### src/design/anchor_retrieval_sequencer_defines.svh
// Assertion macros shared by the anchor retrieval sequencer RTL.
// Expects clk and arst_n in the scope where the macros are used.
`ifndef ANCHOR_RETRIEVAL_SEQUENCER_DEFINES_SVH
`define ANCHOR_RETRIEVAL_SEQUENCER_DEFINES_SVH

// Same-cycle implication, checked outside reset.
`define ARC_ASSERT_NOW(label, ante, cons, msg) \
	label: assert property (@(posedge clk) disable iff (!arst_n) (ante) |-> (cons)) \
		else $error(msg);

// Next-cycle implication, checked outside reset.
`define ARC_ASSERT_NEXT(label, ante, cons, msg) \
	label: assert property (@(posedge clk) disable iff (!arst_n) (ante) |=> (cons)) \
		else $error(msg);

`endif

### src/design/arc_pkg.sv
// Shared types and constants for the anchor retrieval sequencer.
// No dependencies; used by arc_cfg_regs, arc_step_logic and the top level.
package arc_pkg;

	localparam int LEN_W   = 21;  // signed length fields on the input side
	localparam int CFG_W   = 20;  // widest configuration register
	localparam int TIME_W  = 32;
	localparam int CD_W    = 16;  // cooldown and ratio width
	localparam int RAISE_W = 20;
	localparam int IDX_W   = 3;
	localparam int CMP_W   = 23;  // signed width for length comparisons

	// A final pull is commanded only when it exceeds this
	localparam logic signed [CMP_W-1:0] FINAL_MIN_MM = 23'sd100;

	// Register indexes
	localparam logic [IDX_W-1:0] REG_COMPLETION = 3'd0;
	localparam logic [IDX_W-1:0] REG_FINAL_PULL = 3'd1;
	localparam logic [IDX_W-1:0] REG_COOLDOWN   = 3'd2;
	localparam logic [IDX_W-1:0] REG_RATIO      = 3'd3;
	localparam logic [IDX_W-1:0] REG_PAUSE      = 3'd4;
	localparam logic [IDX_W-1:0] REG_MIN_RAISE  = 3'd5;

	// Register reset values
	localparam logic [CFG_W-1:0] RST_COMPLETION = 20'd2000;
	localparam logic [CFG_W-1:0] RST_FINAL_PULL = 20'd10000;
	localparam logic [CD_W-1:0]  RST_COOLDOWN   = 16'd3000;
	localparam logic [CD_W-1:0]  RST_RATIO      = 16'd77;
	localparam logic [CFG_W-1:0] RST_PAUSE      = 20'd200;
	localparam logic [CFG_W-1:0] RST_MIN_RAISE  = 20'd1000;

	typedef enum logic [1:0] {
		OP_TICK  = 2'd0,
		OP_START = 2'd1,
		OP_STOP  = 2'd2
	} op_t;

	typedef enum logic [1:0] {
		CMD_NONE  = 2'd0,
		CMD_RAISE = 2'd1,
		CMD_STOP  = 2'd2
	} cmd_t;

	typedef enum logic [2:0] {
		PH_IDLE  = 3'd0,
		PH_CHECK = 3'd1,
		PH_RAISE = 3'd2,
		PH_WAIT  = 3'd3,
		PH_DONE  = 3'd4
	} phase_t;

	typedef struct packed {
		logic [CFG_W-1:0] completion_mm;
		logic [CFG_W-1:0] final_pull_mm;
		logic [CD_W-1:0]  cooldown_ms;
		logic [CD_W-1:0]  resume_ratio_q8;
		logic [CFG_W-1:0] pause_slack_mm;
		logic [CFG_W-1:0] min_raise_mm;
	} cfg_t;

	typedef struct packed {
		logic [1:0]              opcode;
		logic signed [LEN_W-1:0] rode_mm;
		logic signed [LEN_W-1:0] depth_mm;
		logic signed [LEN_W-1:0] slack_mm;
		logic [TIME_W-1:0]       now_ms;
		logic                    winch_active;
		logic                    winch_busy;
	} item_t;

	typedef struct packed {
		phase_t            phase;
		logic              running;
		logic              complete;
		logic [TIME_W-1:0] last_raise_ms;
	} state_t;

	typedef struct packed {
		cmd_t               motor_command;
		logic [RAISE_W-1:0] raise_mm;
		phase_t             phase;
		logic               is_running;
		logic               is_complete;
		logic               finished_pulse;
	} result_t;

endpackage

### src/design/anchor_retrieval_sequencer.sv
// Anchor retrieval sequencer: top level with input and result registers.
// Depends on arc_pkg, arc_cfg_regs, arc_step_logic and the assertion macro header.
//
// Usage:
//   Input channel (in_valid / in_stall) carries one transaction per item: a start,
//   a stop or a periodic tick with rode, depth, slack, time and winch flags.
//   Output channel (out_valid / out_stall) returns exactly one result per item:
//   motor command, raise amount, phase and the running/complete/finished flags.
//   Configuration: a write on cfg_wr_en lands cfg_data in register cfg_index at
//   the same edge; writes to unmapped indexes are dropped. Write only while idle.
// Pipeline: two register stages, the input register and then the result register,
//   lie between an accepted transaction and its result on the output.
// Throughput: one transaction per cycle while the receiver does not stall; the sequencer
//   state updates in combinational logic between the two registers, and the slack-versus-depth
//   product (one 21x17 multiply) sets the critical path.
// Stall: when out_stall holds a full result register, the input register holds
//   its transaction and in_stall rises; an empty input register never stalls.
// Reset: arst_n clears both valid bits, returns the phase to idle, clears the
//   flags and the last raise time, and loads the default configuration.
`include "anchor_retrieval_sequencer_defines.svh"

module anchor_retrieval_sequencer (
	input  logic                                clk,
	input  logic                                arst_n,
	// configuration write port
	input  logic                                cfg_wr_en,
	input  logic [arc_pkg::IDX_W-1:0]           cfg_index,
	input  logic [arc_pkg::CFG_W-1:0]           cfg_data,
	// input channel
	input  logic                                in_valid,
	output logic                                in_stall,
	input  logic [1:0]                          opcode,
	input  logic signed [arc_pkg::LEN_W-1:0]    rode_mm,
	input  logic signed [arc_pkg::LEN_W-1:0]    depth_mm,
	input  logic signed [arc_pkg::LEN_W-1:0]    slack_mm,
	input  logic [arc_pkg::TIME_W-1:0]          now_ms,
	input  logic                                winch_active,
	input  logic                                winch_busy,
	// output channel
	output logic                                out_valid,
	input  logic                                out_stall,
	output logic [1:0]                          motor_command,
	output logic [arc_pkg::RAISE_W-1:0]         raise_mm,
	output logic [2:0]                          phase,
	output logic                                is_running,
	output logic                                is_complete,
	output logic                                finished_pulse
);

	arc_pkg::cfg_t    cfg;
	arc_pkg::item_t   item_s1;
	arc_pkg::result_t res_s2, res_next;
	arc_pkg::state_t  state_q, state_next;
	logic             valid_s1, valid_s2;
	logic             accept, advance;

	arc_cfg_regs u_cfg (
		.clk       (clk),
		.arst_n    (arst_n),
		.cfg_wr_en (cfg_wr_en),
		.cfg_index (cfg_index),
		.cfg_data  (cfg_data),
		.cfg       (cfg)
	);

	arc_step_logic u_step (
		.cfg  (cfg),
		.cur  (state_q),
		.item (item_s1),
		.nxt  (state_next),
		.res  (res_next)
	);

	// Advance the input register into the result register whenever the result
	// register is empty or its transaction is being taken this cycle.
	assign advance  = valid_s1 && (!valid_s2 || !out_stall);
	assign in_stall = valid_s1 && !advance;
	assign accept   = in_valid && !in_stall;

	// Input register: payload needs no reset.
	always_ff @(posedge clk) begin
		if (accept) begin
			item_s1.opcode       <= opcode;
			item_s1.rode_mm      <= rode_mm;
			item_s1.depth_mm     <= depth_mm;
			item_s1.slack_mm     <= slack_mm;
			item_s1.now_ms       <= now_ms;
			item_s1.winch_active <= winch_active;
			item_s1.winch_busy   <= winch_busy;
		end
	end

	always_ff @(posedge clk or negedge arst_n) begin
		if (!arst_n) begin
			valid_s1 <= 1'b0;
		end else if (accept) begin
			valid_s1 <= 1'b1;
		end else if (advance) begin
			valid_s1 <= 1'b0;
		end
	end

	// Sequencer state: commit only when the transaction moves to the output.
	always_ff @(posedge clk or negedge arst_n) begin
		if (!arst_n) begin
			state_q.phase         <= arc_pkg::PH_IDLE;
			state_q.running       <= 1'b0;
			state_q.complete      <= 1'b0;
			state_q.last_raise_ms <= '0;
		end else if (advance) begin
			state_q <= state_next;
		end
	end

	// Result register: hold while the receiver stalls.
	always_ff @(posedge clk) begin
		if (advance) begin
			res_s2 <= res_next;
		end
	end

	always_ff @(posedge clk or negedge arst_n) begin
		if (!arst_n) begin
			valid_s2 <= 1'b0;
		end else if (advance) begin
			valid_s2 <= 1'b1;
		end else if (!out_stall) begin
			valid_s2 <= 1'b0;
		end
	end

	assign out_valid      = valid_s2;
	assign motor_command  = res_s2.motor_command;
	assign raise_mm       = res_s2.raise_mm;
	assign phase          = res_s2.phase;
	assign is_running     = res_s2.is_running;
	assign is_complete    = res_s2.is_complete;
	assign finished_pulse = res_s2.finished_pulse;

	// A running sequence is never in idle, and an idle one is never running.
	`ARC_ASSERT_NOW(a_run_phase, 1'b1, state_q.running == (state_q.phase != arc_pkg::PH_IDLE), "running flag and phase disagree")
	// Completion always ends the run.
	`ARC_ASSERT_NOW(a_run_done, state_q.running, !state_q.complete, "complete while still running")
	// A finished transaction reports an idle, stopped sequence.
	`ARC_ASSERT_NOW(a_fin_idle, valid_s2 && res_s2.finished_pulse, !res_s2.is_running && res_s2.phase == arc_pkg::PH_IDLE, "finish reported without stop")
	// Without an advancing transaction the sequencer state holds.
	`ARC_ASSERT_NEXT(a_state_hold, !advance, $stable(state_q), "state changed without a transaction")

endmodule

### src/design/arc_cfg_regs.sv
// Configuration register file for the anchor retrieval sequencer.
// Depends on arc_pkg for register indexes, reset values and cfg_t.
module arc_cfg_regs (
	input  logic                           clk,
	input  logic                           arst_n,
	input  logic                           cfg_wr_en,
	input  logic [arc_pkg::IDX_W-1:0]      cfg_index,
	input  logic [arc_pkg::CFG_W-1:0]      cfg_data,
	output arc_pkg::cfg_t                  cfg
);

	arc_pkg::cfg_t cfg_q;

	always_ff @(posedge clk or negedge arst_n) begin
		if (!arst_n) begin
			cfg_q.completion_mm   <= arc_pkg::RST_COMPLETION;
			cfg_q.final_pull_mm   <= arc_pkg::RST_FINAL_PULL;
			cfg_q.cooldown_ms     <= arc_pkg::RST_COOLDOWN;
			cfg_q.resume_ratio_q8 <= arc_pkg::RST_RATIO;
			cfg_q.pause_slack_mm  <= arc_pkg::RST_PAUSE;
			cfg_q.min_raise_mm    <= arc_pkg::RST_MIN_RAISE;
		end else if (cfg_wr_en) begin
			unique case (cfg_index)
				arc_pkg::REG_COMPLETION: cfg_q.completion_mm   <= cfg_data;
				arc_pkg::REG_FINAL_PULL: cfg_q.final_pull_mm   <= cfg_data;
				arc_pkg::REG_COOLDOWN:   cfg_q.cooldown_ms     <= cfg_data[arc_pkg::CD_W-1:0];
				arc_pkg::REG_RATIO:      cfg_q.resume_ratio_q8 <= cfg_data[arc_pkg::CD_W-1:0];
				arc_pkg::REG_PAUSE:      cfg_q.pause_slack_mm  <= cfg_data;
				arc_pkg::REG_MIN_RAISE:  cfg_q.min_raise_mm    <= cfg_data;
				default: begin
					// drop writes to unmapped indexes
				end
			endcase
		end
	end

	assign cfg = cfg_q;

endmodule

### src/design/arc_step_logic.sv
// Next-state and result logic for one retrieval transaction.
// Purely combinational; depends on arc_pkg types.
module arc_step_logic (
	input  arc_pkg::cfg_t    cfg,
	input  arc_pkg::state_t  cur,
	input  arc_pkg::item_t   item,
	output arc_pkg::state_t  nxt,
	output arc_pkg::result_t res
);

	localparam int CW = arc_pkg::CMP_W;
	localparam int PW = arc_pkg::LEN_W + arc_pkg::CD_W + 1;

	logic signed [CW-1:0] rode_x, depth_x, slack_x;
	logic signed [CW-1:0] comp_x, final_x, pause_x, min_x;
	logic signed [CW-1:0] final_amt;
	logic signed [PW-1:0] slack_sh, depth_prod;
	logic [arc_pkg::TIME_W-1:0] elapsed;
	logic final_zone, cooled, slack_ok, at_completion;
	arc_pkg::cmd_t cmd;
	logic [arc_pkg::RAISE_W-1:0] amount;
	logic pulse, do_stop;

	assign rode_x  = CW'(item.rode_mm);
	assign depth_x = CW'(item.depth_mm);
	assign slack_x = CW'(item.slack_mm);
	assign comp_x  = $signed({3'b000, cfg.completion_mm});
	assign final_x = $signed({3'b000, cfg.final_pull_mm});
	assign pause_x = $signed({3'b000, cfg.pause_slack_mm});
	assign min_x   = $signed({3'b000, cfg.min_raise_mm});

	assign final_zone    = rode_x < (depth_x + final_x);
	assign at_completion = rode_x <= comp_x;
	assign final_amt     = rode_x - comp_x;

	assign elapsed = item.now_ms - cur.last_raise_ms;
	assign cooled  = elapsed >= {{(arc_pkg::TIME_W-arc_pkg::CD_W){1'b0}}, cfg.cooldown_ms};

	// slack*256 against depth*ratio, exact in signed arithmetic
	assign slack_sh   = {{(PW-arc_pkg::LEN_W-8){item.slack_mm[arc_pkg::LEN_W-1]}},
		item.slack_mm, 8'b0};
	assign depth_prod = PW'(item.depth_mm) * PW'($signed({1'b0, cfg.resume_ratio_q8}));
	assign slack_ok   = slack_sh >= depth_prod;

	always_comb begin
		nxt     = cur;
		cmd     = arc_pkg::CMD_NONE;
		amount  = '0;
		pulse   = 1'b0;
		do_stop = 1'b0;

		unique case (item.opcode)
			arc_pkg::OP_START: begin
				if (!cur.running) begin
					nxt.running       = 1'b1;
					nxt.complete      = 1'b0;
					nxt.phase         = arc_pkg::PH_CHECK;
					nxt.last_raise_ms = '0;
				end
			end
			arc_pkg::OP_STOP: begin
				do_stop = cur.running;
			end
			arc_pkg::OP_TICK: begin
				if (cur.running) begin
					unique case (cur.phase)
						arc_pkg::PH_CHECK: begin
							if (at_completion) begin
								nxt.phase    = arc_pkg::PH_DONE;
								nxt.complete = 1'b1;
								do_stop      = 1'b1;
							end else if (item.winch_busy) begin
								// controller owns the winch; hold
							end else if (final_zone) begin
								if (!cooled) begin
									nxt.phase = arc_pkg::PH_WAIT;
								end else if (final_amt > arc_pkg::FINAL_MIN_MM) begin
									cmd               = arc_pkg::CMD_RAISE;
									amount            = final_amt[arc_pkg::RAISE_W-1:0];
									nxt.last_raise_ms = item.now_ms;
									nxt.phase         = arc_pkg::PH_RAISE;
								end
							end else if (cooled && slack_ok && slack_x >= min_x) begin
								cmd               = arc_pkg::CMD_RAISE;
								amount            = item.slack_mm[arc_pkg::RAISE_W-1:0];
								nxt.last_raise_ms = item.now_ms;
								nxt.phase         = arc_pkg::PH_RAISE;
							end else begin
								nxt.phase = arc_pkg::PH_WAIT;
							end
						end
						arc_pkg::PH_RAISE: begin
							if (!final_zone && slack_x < pause_x && item.winch_active) begin
								cmd               = arc_pkg::CMD_STOP;
								nxt.last_raise_ms = item.now_ms;
								nxt.phase         = arc_pkg::PH_WAIT;
							end else if (!item.winch_active) begin
								nxt.phase = arc_pkg::PH_WAIT;
							end
						end
						arc_pkg::PH_WAIT: begin
							if (at_completion || (final_zone && cooled) || (slack_ok && cooled)) begin
								nxt.phase = arc_pkg::PH_CHECK;
							end
						end
						default: begin
						end
					endcase
				end
			end
			default: begin
			end
		endcase

		if (do_stop) begin
			nxt.running = 1'b0;
			nxt.phase   = arc_pkg::PH_IDLE;
			if (item.winch_active) begin
				cmd = arc_pkg::CMD_STOP;
			end
			pulse = 1'b1;
		end

		res.motor_command  = cmd;
		res.raise_mm       = (cmd == arc_pkg::CMD_RAISE) ? amount : '0;
		res.phase          = nxt.phase;
		res.is_running     = nxt.running;
		res.is_complete    = nxt.complete;
		res.finished_pulse = pulse;
	end

endmodule

### config.mk
export PLATFORM = sky130hd
export DESIGN_NAME = anchor_retrieval_sequencer
export DESIGN_NICKNAME = d
export VERILOG_FILES = /design/src/design/arc_pkg.sv /design/src/design/anchor_retrieval_sequencer.sv /design/src/design/arc_cfg_regs.sv /design/src/design/arc_step_logic.sv
export VERILOG_INCLUDE_DIRS = /design/src /design/src/design
export SDC_FILE = /design/constraint.sdc
export NUM_CORES = 1
export LEC_CHECK = 0
export BUFFER_PORTS_ARGS = -buffer_cell sky130_fd_sc_hd__buf_4
export CAP_MARGIN = 20
export CELL_PAD_IN_SITES_DETAIL_PLACEMENT = 0
export CELL_PAD_IN_SITES_GLOBAL_PLACEMENT = 1
export CORE_ASPECT_RATIO = 1.75
export CORE_UTILIZATION = 52
export CTS_BUF_LIST = sky130_fd_sc_hd__clkbuf_2
export DETAILED_ROUTE_END_ITERATION = 8
export PLACE_DENSITY_LB_ADDON = 0.1
export SYNTH_ARGS = -nofsm -noshare
export SYNTH_HDL_FRONTEND = slang
export SYNTH_HIERARCHICAL = 1
export SYNTH_SLANG_ARGS = --single-unit
### constraint.sdc
create_clock -name clk -period 10.71 [get_ports clk]
set_clock_uncertainty 0.05 [all_clocks]
set_input_delay 0.5355 -clock clk [delete_from_list [all_inputs] [get_ports clk]]
set_output_delay 0.5355 -clock clk [all_outputs]
set_load 0.01 [all_outputs]
# After elaboration in Yosys (flattened, before gate mapping)
# Index checks and enable logic that the tools add are counted.
# word_totals
reg_bits,278
word_cells,141
# op_classes
addsub,3
n_mul,1
magnitude_cmp,7
n_eq_ne,21
n_mux,52
bitwise_logic,4
n_reduce_logical,28
# ops
op,count
32-bit 2-to-1 mux,7
20-bit 2-to-1 mux,4
33-bit case mux with 2 select lines,1
32-bit case mux with 2 select lines,1
29-bit by 38-bit >= comparator with 1-bit output,1
21-bit by 17-bit multiplier with 38-bit output,1
37-bit 2-to-1 mux,1
33-bit 2-to-1 mux,1
32-bit by 16-bit >= comparator with 1-bit output,1
32-bit subtractor,1
3-bit 2-to-1 mux,9
23-bit by 8-bit > comparator with 1-bit output (second input constant),1
21-bit by 21-bit adder with 22-bit output,1
21-bit by 22-bit < comparator with 1-bit output,1
21-bit by 21-bit subtractor with 22-bit output,1
21-bit >= comparator,1
21-bit <= comparator,1
21-bit < comparator,1
2-bit 2-to-1 mux,9
1-bit 2-to-1 mux,14
3-bit by 2-bit equality test with 1-bit output (second input constant),4
2-bit AND reduction,6
11-bit AND reduction,1
3-bit inequality test (second input constant),3
22 further kinds,44

# Depth between registers and ports, before layout
# logic_depth
ltp_word,16
ltp_mapped,40

# Hierarchy
# Netlist, hierarchy kept.
# by_module_without_submodules
mod,instances,cells_each,area_each_um2
arc_step_logic,1,2492,20263.2
anchor_retrieval_sequencer,1,213,5376.4
arc_cfg_regs,1,241,4239.1

# Least setup slack after synthesis
# No wires, ideal clock.
# synth_timing
kind,register to register
start,reg item_s1[75] in the netlist's numbering
end,reg state_q[12] in the netlist's numbering
setup_ns,0.125
t_arrival_ns,8.923
required_ns,10.535
slack_ns,1.612
path_stages_with_launch,37
n_path_buf,4
synth_period_minus_slack_ns,9.098
cell_sequence,edfxtp_1 clkbuf_1 clkbuf_1 nand2_1 fa_1 fa_1 inv_1 fa_1 fa_1 fa_1 inv_1 fa_1 inv_1 ha_1 clkbuf_1 a21oi_1 o21ai_0 a21oi_1 o21ai_0 a2111oi_0 o31ai_1 o21a_1 nor2_1 xnor2_1 ha_1 and3_1 nand3_1 or3_1 a311oi_1 o21a_1 o211a_1 a21oi_1 nor4_2 a21oi_4 buf_6 a22o_1 mux2_4
# synth_lines
item,line_no,source
"start, declared",anchor_retrieval_sequencer.sv:51,arc_pkg::item_t item_s1;
"end signal, assigned",anchor_retrieval_sequencer.sv:111,state_q <= state_next;
"end, declared",anchor_retrieval_sequencer.sv:53,"arc_pkg::state_t state_q, state_next;"

# Final worst setup path
# layout_timing
start,"reg u_cfg.cfg_q, in the netlist u_cfg/cfg[51]"
end,reg state_q[3] in the netlist's numbering
# layout_between
elab_chain_len,6
# layout_rtl
item,line_no,source
"start, declared",arc_cfg_regs.sv:12,arc_pkg::cfg_t cfg_q;
21-bit by 17-bit multiplier with 38-bit output,arc_step_logic.sv:42,"assign depth_prod = PW'(item.depth_mm) * PW'($signed({1'b0, cfg.resume_ratio_q8}));"
29-bit by 38-bit >= comparator with 1-bit output,arc_step_logic.sv:43,assign slack_ok = slack_sh >= depth_prod;
1-bit logical AND (2 in a row),arc_step_logic.sv:83,end else if (cooled && slack_ok && slack_x >= min_x) begin
4-bit by 2-bit inequality test with 1-bit output (no line),--,
11-bit AND reduction (no line),--,
# Every way passes these cells.
# A chain may end at the register's enable or synchronous reset.

==> results.py <==
metrics = {
    "place": {
        "detailed_place_hpwl_um": 69200,
        "io_buffers": 156,
        "gp_congestion": 0.926,
    },
    "detailed_routing": {
        "wire_per_inst_um": 21.6,
        "vias": 22608,
        "drtIter0Drc": 979,
        "ant_nets": 0,
        "drt-total-wl_um": 87800,
        "first_pass_iters": 5,
        "via_per_inst": 5.55,
        "drc": 0,
    },
    "job": {
        "max_cap_viol_count": 0,
    },
    "logic_synthesis": {
        "synth_top_area_frac": 0.226,
        "syn-instance-count": 2946,
        "yosysMostFrequentCell": "inv_1",
        "syn-num-nets": 3683,
        "netlist_top_cells_count": "493 x inv_1, 338 x fa_1, 272 x ha_1",
        "ys_ff_latch": 278,
        "synth_top_area_cell": "fa_1",
        "yosys_warnings": 6,
        "avgSynthCellArea_um2": 10.1,
        "synth_edf_count": 127,
        "synth_ff_type": "edfxtp_1",
        "synth.distinct_cells": 93,
        "netlist_area_um2": 29900,
        "seq_area_frac_synth": 0.255,
        "async_flop_share": 0.543,
        "synthTopCellsByArea": "fa_1 23%, edfxtp_1 13%, ha_1 11%",
    },
    "worst_setup_path": {
        "worstSetupPathType": "register to register",
        "required_ps": 11580,
        "critPathSlowestCell": "dfrtp_1",
        "reg2regPathDepth": 36,
        "crit_arrival_ps": 11070,
        "cpPeakStageDelay_ps": 700,
        "crit_path_start_kind": "register",
        "path_common_cell": "fa_1",
        "crit_fanout": 16,
        "r2r_setup_slack_ps": 520,
        "crit-reg2reg-launch": "u_cfg/cfg[51]$_DFFE_PN0P_",
        "cp-end-kind": "register",
        "rr_endpoint": "state_q[3]$_DFFE_PN0P_",
        "path_delay_family": "adder cells",
        "crit_start": "u_cfg/cfg[51]$_DFFE_PN0P_",
        "critPathCapture": "state_q[3]$_DFFE_PN0P_",
        "crit_cells": 36,
        "cp.buffers_inverters": 6,
    },
    "clock_network": {
        "cts_max_level": 3,
        "cts.sinks": 278,
        "clk_latency_ps": 1080,
        "cts_tree": "yes",
        "clkTransAtPathRegs_ps": 120,
        "cts_max_path_buffers": 3,
        "cts_made_buffers": 72,
        "root_buffer": "clkbuf_2",
    },
    "global_route": {
        "antenna_found_initial": 3,
        "track_usage": 0.312,
        "grt_pass1_vias": 25226,
        "grt_pass1_wl_um": 138000,
        "grt_remaining_overflow": 0,
        "grt_max_degree": 66,
    },
    "timing": {
        "worst_pin_slew_ps": 1260,
        "hold_violations": 0,
        "fmax_mhz": 98.1,
        "holdWs_ps": 122,
        "min_period_over_period": 0.952,
        "rsz0062_at_grt": "no",
        "fin_setup_tns_ps": 0,
        "final-setup-viol-count": 0,
        "slew_violations": 0,
        "period_minus_slack_ps": 10190,
        "relSlewSlack": 0.152,
    },
    "floorplan": {
        "core-area_um2": 56500,
        "fp-row-count": 115,
        "die_area_um2": 58500,
        "die_w_um": 183,
        "start_util": 0.528,
        "pin_count": 157,
        "die_h_um": 319,
    },
    "hold_path": {
        "hold_class": "input pin to register",
    },
    "cells_and_area": {
        "drive_above_1_share": 0.153,
        "syn_to_final_growth_pct": 14.0,
        "fin_nets": 3987,
        "final_util": 0.602,
    },
    "outcome": {
        "status": "finished clean",
    },
}
==> cell families (layout without fill, tap and decap cells) <==
logic type | after synthesis | in the layout | share of synthesized area
XOR/XNOR | 88 | 88 | 0.0258
AO/OA/AOI/OAI | 430 | 431 | 0.0996
other | 0 | 5 | 0
buffers and inverters | 599 | 962 | 0.0806
flip-flops | 278 | 278 | 0.255
AND/OR/NAND/NOR | 771 | 771 | 0.133
adder cells (fa/ha/maj) | 610 | 610 | 0.340
multiplexers | 170 | 170 | 0.0657
==> placed cells by master (no fill, tap or decap), types with 12 or more instances in the layout <==
| cell type | n |
|---|---|
| inv_1 | 493 |
| mux2_2 | 100 |
| clkbuf_2 | 95 |
| nor2b_1 | 26 |
| clkinv_2 | 12 |
| nand4_1 | 25 |
| a21o_1 | 38 |
| o21a_1 | 24 |
| buf_4 | 194 |
| ha_1 | 272 |
| fa_1 | 338 |
| mux2_4 | 19 |
| nand3_1 | 32 |
| nand2b_1 | 25 |
| dfstp_2 | 31 |
| mux2i_1 | 19 |
| a22o_1 | 33 |
| clkinv_1 | 16 |
| mux2_1 | 32 |
| dlygate4sd3_1 | 137 |
| nor3_1 | 40 |
| dfrtp_1 | 119 |
| nor2_1 | 115 |
| a211oi_1 | 22 |
| xor2_1 | 40 |
| and2_1 | 177 |
| and3_1 | 14 |
| edfxtp_1 | 127 |
| nand2_1 | 247 |
| o21ai_0 | 63 |
| a21oi_1 | 119 |
| xnor2_1 | 48 |
==> sequential cells by signal, indices dropped and copies added (netlist names), 2 cells and up <==
register       cells
u_cfg/cfg        112
raise_mm          20
phase              3
state_q           37
item_s1           99
motor_command      2
==> how the worst min path moves through the flow <==
stage,start,end,slack [ps],depth (start not counted)
finish,depth_mm[12],item_s1[67]$_DFFE_PP_,120,2
global route,now_ms[25],item_s1[27]$_DFFE_PP_,40,2
CTS,now_ms[19],item_s1[21]$_DFFE_PP_,0.4,2
detailed placement,u_cfg/cfg[39]$_DFFE_PN0P_,u_cfg/cfg[39]$_DFFE_PN0P_,430,1
global placement,u_cfg/cfg[22]$_DFFE_PN0P_,u_cfg/cfg[22]$_DFFE_PN0P_,420,1
floorplan,arst_n,out_valid$_DFFE_PN0P_,190,0
==> metal layers <==
metal | GRT usage | share of wire
met1 | 0.318 | 0.35
met2 | 0.610 | 0.57
met3 | 0.0394 | 0.033
met4 | 0.157 | 0.051
met5 | 0 | 0
==> stage by stage <==
stage,worst slack [ps],cells,instance area (um^2)
finish,515,4075,34100
global route,114,4075,34100
CTS,320,4059,33900
detailed placement,355,3787,31700
global placement,425,3787,31700
floorplan,1610,2946,29900
==> cell type report <==
type | count | area, um^2
antenna | 5 | 12.5
timing repair buffer | 335 | 2900
fill | 4985 | 22500
clock buffer | 95 | 475
multi-input combinational | 2070 | 19900
clock inverter | 39 | 322
inverter | 493 | 1850
tap | 760 | 951
sequential | 278 | 7630
==> worst reg2reg max path: cells and delay by family (launching register included) <==
| kind | cells | cell delay [ps] |
|---|---|---|
| simple gates | 6 | 1190 |
| mux | 1 | 250 |
| compound gates | 14 | 3220 |
| flops | 1 | 700 |
| fa+ha+maj | 8 | 3700 |
| buf+inv | 6 | 890 |
| xor+xnor | 1 | 80 |
==> repair_timing <==
item,in CTS,in global routing
buffers inserted,0,9
resized for setup,0,5
hold buffers,138,0
hold endpoints to repair,291,0
setup endpoints to repair,0,45
Power is not shown: default switching activity piles up to over one toggle a cycle in this logic, so the estimate is an artifact.
